File: config.mk
export PLATFORM = sky130hd
export DESIGN_NAME = fbca_ctrl
export DESIGN_NICKNAME = d
export VERILOG_FILES = /design/src/design/fbca_pkg.sv /design/src/design/fbca_ctrl.sv
export SDC_FILE = /design/constraint.sdc
export NUM_CORES = 1
export LEC_CHECK = 0
export ABC_AREA = 1
export BUFFER_PORTS_ARGS = -buffer_cell sky130_fd_sc_hd__buf_2
export CORE_MARGIN = 5
export CORE_UTILIZATION = 48
export DETAILED_ROUTE_END_ITERATION = 7
export GPL_TIMING_DRIVEN = 0
export PLACE_DENSITY_LB_ADDON = 0.08
export SLEW_MARGIN = 20
export SYNTH_ARGS = -nofsm -noshare
export SYNTH_HDL_FRONTEND = slang
export SYNTH_SLANG_ARGS = --single-unit
File: constraint.sdc
create_clock -name clk -period 2.3 [get_ports clk]
set_input_delay 0.115 -clock clk [delete_from_list [all_inputs] [get_ports clk]]
set_output_delay 0.115 -clock clk [all_outputs]
set_load 0.02 [all_outputs]
File: src/design/fbca_pkg.sv
package fbca_pkg;

    // table geometry
    localparam int TABLE_ENTRIES = 4096;
    localparam int ADDR_W        = $clog2(TABLE_ENTRIES);

    // field widths
    localparam int CMD_W  = 3;
    localparam int BLK_W  = 16;
    localparam int CNT_W  = 13;
    localparam int STAT_W = 2;

    // fixed values
    localparam logic [BLK_W-1:0] END_MARK    = 16'hFFFF;
    localparam logic [BLK_W-1:0] SYS_BLOCKS  = 16'd5;
    localparam logic [CNT_W-1:0] FREE_MAX    = 13'h1FFF;
    localparam logic [CNT_W-1:0] TOTAL_RESET = 13'd2048;
    localparam logic [CNT_W-1:0] FREE_RESET  = 13'd2043;

    // request opcodes
    typedef enum logic [CMD_W-1:0] {
        OP_FORMAT = 3'd0,
        OP_LOAD   = 3'd1,
        OP_HEADER = 3'd2,
        OP_ALLOC  = 3'd3,
        OP_FREE   = 3'd4,
        OP_LOOKUP = 3'd5
    } fbca_op_t;

    // response status codes
    typedef enum logic [STAT_W-1:0] {
        RS_OK       = 2'd0,
        RS_BAD_REQ  = 2'd1,
        RS_NO_SPACE = 2'd2,
        RS_CORRUPT  = 2'd3
    } fbca_status_t;

    // source of the response block field
    typedef enum logic [1:0] {
        RES_END,
        RES_DATA,
        RES_HEAD
    } fbca_res_sel_t;

    // controller states
    typedef enum logic [3:0] {
        ST_CLEAR,
        ST_IDLE,
        ST_DECODE,
        ST_FMT_CLEAR,
        ST_LOOKUP_DATA,
        ST_FREE_CHECK,
        ST_FREE_STEP,
        ST_ALLOC_CHECK,
        ST_ALLOC_READ,
        ST_ALLOC_TEST,
        ST_ALLOC_MARK,
        ST_DONE
    } fbca_state_t;

    // request word
    typedef struct packed {
        logic [CMD_W-1:0] cmd;
        logic [BLK_W-1:0] block_num;
        logic [BLK_W-1:0] entry_value;
        logic [CNT_W-1:0] block_count;
    } fbca_req_t;

    // response word
    typedef struct packed {
        logic [STAT_W-1:0] status;
        logic [BLK_W-1:0]  result_block;
        logic [CNT_W-1:0]  free_now;
        logic [BLK_W-1:0]  last_now;
    } fbca_rsp_t;

    // controller to datapath commands
    typedef struct packed {
        logic          item_load;
        logic          clr_write;
        logic          fmt_header;
        logic          hdr_load;
        logic          entry_write;
        logic          free_step;
        logic          alloc_init;
        logic          alloc_adv;
        logic          alloc_link;
        logic          alloc_mark;
        logic          alloc_commit;
        logic          res_load;
        fbca_status_t  res_status;
        fbca_res_sel_t res_sel;
        logic          out_load;
    } fbca_ctl_t;

    // datapath to controller status
    typedef struct packed {
        logic [CMD_W-1:0] cmd;
        logic             in_range;
        logic             cur_end;
        logic             rd_zero;
        logic             left_zero;
        logic             count_hit;
        logic             want_zero;
        logic             want_big;
        logic             clr_last;
        logic             out_free;
    } fbca_sts_t;

endpackage

File: src/design/fbca_ctrl.sv
module fbca_ctrl
    import fbca_pkg::*;
(
    input  logic      clk,
    input  logic      rst_n,
    input  logic      req_valid,
    output logic      req_ready,
    input  fbca_sts_t sts,
    output fbca_ctl_t ctl
);

    fbca_state_t state_reg, state_next;

    // state register
    always_ff @(posedge clk or negedge rst_n)
    begin
        if (!rst_n)
        begin
            state_reg <= ST_CLEAR;
        end
        else
        begin
            state_reg <= state_next;
        end
    end

    // next state
    always_comb
    begin
        state_next = state_reg;
        unique case (state_reg)
            ST_CLEAR:
            begin
                if (sts.clr_last)
                begin
                    state_next = ST_IDLE;
                end
            end
            ST_IDLE:
            begin
                if (req_valid)
                begin
                    state_next = ST_DECODE;
                end
            end
            ST_DECODE:
            begin
                unique case (sts.cmd)
                    OP_FORMAT: state_next = ST_FMT_CLEAR;
                    OP_LOOKUP: state_next = sts.in_range ? ST_LOOKUP_DATA : ST_DONE;
                    OP_FREE:   state_next = ST_FREE_CHECK;
                    OP_ALLOC:
                    begin
                        if (sts.want_zero || sts.want_big)
                        begin
                            state_next = ST_DONE;
                        end
                        else
                        begin
                            state_next = ST_ALLOC_CHECK;
                        end
                    end
                    default:   state_next = ST_DONE;
                endcase
            end
            ST_FMT_CLEAR:
            begin
                if (sts.clr_last)
                begin
                    state_next = ST_DONE;
                end
            end
            ST_LOOKUP_DATA:
            begin
                state_next = ST_DONE;
            end
            ST_FREE_CHECK:
            begin
                if (sts.cur_end || !sts.in_range)
                begin
                    state_next = ST_DONE;
                end
                else
                begin
                    state_next = ST_FREE_STEP;
                end
            end
            ST_FREE_STEP:
            begin
                state_next = ST_FREE_CHECK;
            end
            ST_ALLOC_CHECK:
            begin
                if (sts.left_zero || sts.count_hit)
                begin
                    state_next = ST_DONE;
                end
                else
                begin
                    state_next = ST_ALLOC_READ;
                end
            end
            ST_ALLOC_READ:
            begin
                state_next = ST_ALLOC_TEST;
            end
            ST_ALLOC_TEST:
            begin
                state_next = sts.rd_zero ? ST_ALLOC_MARK : ST_ALLOC_CHECK;
            end
            ST_ALLOC_MARK:
            begin
                state_next = ST_ALLOC_CHECK;
            end
            ST_DONE:
            begin
                if (sts.out_free)
                begin
                    state_next = ST_IDLE;
                end
            end
            default:
            begin
                state_next = ST_IDLE;
            end
        endcase
    end

    // command outputs
    always_comb
    begin
        ctl       = '0;
        ctl.res_status = RS_OK;
        ctl.res_sel    = RES_END;
        req_ready = 1'b0;
        unique case (state_reg)
            ST_CLEAR, ST_FMT_CLEAR:
            begin
                ctl.clr_write = 1'b1;
            end
            ST_IDLE:
            begin
                req_ready     = 1'b1;
                ctl.item_load = req_valid;
            end
            ST_DECODE:
            begin
                unique case (sts.cmd)
                    OP_FORMAT:
                    begin
                        ctl.fmt_header = 1'b1;
                        ctl.res_load   = 1'b1;
                    end
                    OP_LOAD:
                    begin
                        ctl.entry_write = sts.in_range;
                        ctl.res_load    = 1'b1;
                        ctl.res_status  = sts.in_range ? RS_OK : RS_CORRUPT;
                    end
                    OP_HEADER:
                    begin
                        ctl.hdr_load = 1'b1;
                        ctl.res_load = 1'b1;
                    end
                    OP_ALLOC:
                    begin
                        if (sts.want_zero)
                        begin
                            ctl.res_load   = 1'b1;
                            ctl.res_status = RS_BAD_REQ;
                        end
                        else if (sts.want_big)
                        begin
                            ctl.res_load   = 1'b1;
                            ctl.res_status = RS_NO_SPACE;
                        end
                        else
                        begin
                            ctl.alloc_init = 1'b1;
                        end
                    end
                    OP_FREE:
                    begin
                    end
                    OP_LOOKUP:
                    begin
                        if (!sts.in_range)
                        begin
                            ctl.res_load   = 1'b1;
                            ctl.res_status = RS_CORRUPT;
                        end
                    end
                    default:
                    begin
                        ctl.res_load   = 1'b1;
                        ctl.res_status = RS_BAD_REQ;
                    end
                endcase
            end
            ST_LOOKUP_DATA:
            begin
                ctl.res_load = 1'b1;
                ctl.res_sel  = RES_DATA;
            end
            ST_FREE_CHECK:
            begin
                if (sts.cur_end)
                begin
                    ctl.res_load = 1'b1;
                end
                else if (!sts.in_range)
                begin
                    ctl.res_load   = 1'b1;
                    ctl.res_status = RS_CORRUPT;
                end
            end
            ST_FREE_STEP:
            begin
                ctl.free_step = 1'b1;
            end
            ST_ALLOC_CHECK:
            begin
                if (sts.left_zero)
                begin
                    ctl.alloc_commit = 1'b1;
                    ctl.res_load     = 1'b1;
                    ctl.res_sel      = RES_HEAD;
                end
                else if (sts.count_hit)
                begin
                    ctl.res_load   = 1'b1;
                    ctl.res_status = RS_CORRUPT;
                end
                else
                begin
                    ctl.alloc_adv = 1'b1;
                end
            end
            ST_ALLOC_READ:
            begin
            end
            ST_ALLOC_TEST:
            begin
                ctl.alloc_link = sts.rd_zero;
            end
            ST_ALLOC_MARK:
            begin
                ctl.alloc_mark = 1'b1;
            end
            ST_DONE:
            begin
                ctl.out_load = sts.out_free;
            end
            default:
            begin
            end
        endcase
    end

`ifndef SYNTH
    // an accepted word is decoded in the next cycle
    a_accept_decode: assert property (@(posedge clk) disable iff (!rst_n)
        (req_valid && req_ready) |=> (state_reg == ST_DECODE))
        else $error("accepted word not decoded");

    // the table is never written while waiting for a word
    a_idle_no_write: assert property (@(posedge clk) disable iff (!rst_n)
        (state_reg == ST_IDLE) |-> !(ctl.clr_write || ctl.entry_write ||
        ctl.free_step || ctl.alloc_link || ctl.alloc_mark))
        else $error("table write while idle");

    // handing a response over always returns to idle
    a_out_to_idle: assert property (@(posedge clk) disable iff (!rst_n)
        ctl.out_load |=> (state_reg == ST_IDLE))
        else $error("response loaded without returning to idle");
`endif

endmodule

==> run metrics <==
outcome finished clean; top-count cell post-synth nand2_1; DRC 0; most frequent CP cell inv_2; Vias 907; sequential share of the synthesized area 14.7%; Final TNS setup 0 ps; Synth Flop Type dfrtp_1; Avg Cell Area, Syn 5.15 sq um; Core ar. 1320 sq um; post-synthesis cell area 679 sq um; DPL Wire Length 1.63 mm; Starting Density 51.6%; VDD IR max 683 uV; Setup violations, final 0; max_cap viols 0; WL per Instance 10.3 um; Hold Vio Cnt, Final 0; Synth area leaders nand2_1, dfrtp_1, inv_1; Initial DRT Pass Iterations 4; CP max-delay cell dfrtp_1; n_diodes 0; Tmin final 1680 ps; pin count of the biggest net entering global routing 8; final estimated routing congestion in global placement 0.859; Die ar. 2270 sq um; worst path bufs/invs 4; worst min path class primary input to flip-flop; Area growth syn-to-layout 31.1%; row cnt 13; grt ovf 0; CP arrival 1560 ps; number of flip-flops in the largest register 4; share of cells above drive strength 1 33.9%; Crit. Startpoint state_reg[3]; TritonCTS clock tree done; fmax 0.596 GHz; Worst Clk Skew 1.05 ps; Mapped Cells 132; die width 47.6 um; Num CTS Buffers 3; non-filler cells, final 183; async set or reset register ratio after synthesis 100%; WP depth 8; Req. time, crit path 2180 ps; input/output buffers 32; CTS sink cnt 4; Final ANT Viol Nets 0; H-tree level count 1; CTS max path bufs 2; syn nets 147; PwrDens 1040 nW/um^2; critical path class flip-flop to output pin; post_cts resized 0; GRT Util Overall 18.9%; Final #Nets 185; Critical R2R Launch state_reg[0]; worst-skew pair later-pin latency 230 ps; initial antenna violation count 0; Leak 0.598 nW; Synth warnings 0; worst hold path startpoint sts[0]; RSZ-0062 raised after global routing no; CP delay by family, top buffers and inverters; first-pass GRT wire length 3.14 mm; initial DRC count 21; placed insts 179; top post-synthesis cells by count nand2_1, inv_1, nor2_1; drt total wl 1.89 mm; top-area cell type share of the netlist area 22.1%; largest stage delay on the critical path 400 ps; Slew @ Worst Pin 216 ps; CP Capture Type output pin; fin. max-slew vios 0; CP Max Fanout 5; final worst path period share 73.0%; Hold Path Stages 4; Vias/cell 4.96; IO Pins 33; r2r worst-path depth 9; synth unique cells 19; Synth area leader nand2_1; Slew headroom 85.5%; Critical Path, Cell by Cell inv_2, nand2_2, nor2_2, inv_2, o31ai_1, inv_1, o21ai_0, buf_2; number of global-route vias before repair 797; Synth Register Bits 4; Die H 47.6 um; Clock transition at path regs 30 ps; post-CTS setup buffers 0; clock root cell clkbuf_4; hold buffers post-CTS 1; startpoint types flip-flop; EDFF count, synth 0
-- where the power goes --
part / internal [W] / switching (W)
Sequential: 0.000106 / 0.0000418
Combinational: 0.000226 / 0.000468
Clock: 0.0000580 / 0.0000239
-- tightest hold or removal path: stages --
cell,delay [ps]
buf_2,70
inv_1,40
nand3_1,90
nand2_1,70
-- cells by family after synthesis --
kind of cell    share of synthesized area (%)
flops                                    14.7
buf+inv                                  16.0
simple gates                             58.4
compound gates                           10.9
-- final cells by class --
cell class / count / area [sq um]
tap: 15 / 18.8
fill: 139 / 427
inverter: 29 / 109
timing repair buffer: 33 / 170
sequential: 4 / 100
clock buffer: 3 / 22.5
multi-input combinational: 99 / 470
-- worst paths after layout --
check,end,slack [ps]
min,state_reg[3],200
min reg2reg,state_reg[1],550
max in group asynchronous,state_reg[2],1950
max,ctl[3],620
min in group asynchronous,state_reg[3],230
max reg2reg,state_reg[0],960
-- layer usage --
metal / track usage (%) / routed length, um / vias up
li1: - / - / 483
met1: 25.7 / 831 / 393
met2: 30.7 / 921 / 31
met3: 2.63 / 136 / 0
met4: 6.45 / 0 / 0
met5: 0 / 0 / -
-- per-stage QoR --
stage / cell area, sq um / hold slack [ps] / utilization, % / worst slack (ps) / total power [W]
2_1_floorplan: 679 / -181 / - / 729 / 0.000666
3_3_place_gp: 858 / -79.2 / 65.1 / 897 / 0.000824
3_5_place_dp: 858 / -78.8 / 65.1 / 881 / 0.000841
4_1_cts: 891 / 202 / 67.6 / 624 / 0.000930
5_1_grt: 891 / 217 / 67.6 / 478 / 0.00103
6_report: 891 / 204 / 67.6 / 621 / 0.000924
-- placed cells by master (no fill, tap or decap) --
| cell | n |
|---|---|
| o21ai_0 | 7 |
| nand2_4 | 1 |
| nand2_1 | 40 |
| clkbuf_4 | 3 |
| a21oi_1 | 2 |
| nor2_2 | 7 |
| o31ai_1 | 1 |
| nor3_1 | 3 |
| dlygate4sd3_1 | 1 |
| nand3_1 | 10 |
| nor4_1 | 2 |
| buf_2 | 32 |
| nand2_2 | 4 |
| nand4_1 | 3 |
| a31oi_1 | 2 |
| or2_2 | 1 |
| inv_1 | 22 |
| nor2_4 | 1 |
| nor2_1 | 14 |
| a21oi_2 | 1 |
| inv_2 | 7 |
| dfrtp_1 | 4 |
Power figures use the tool's default switching activity.
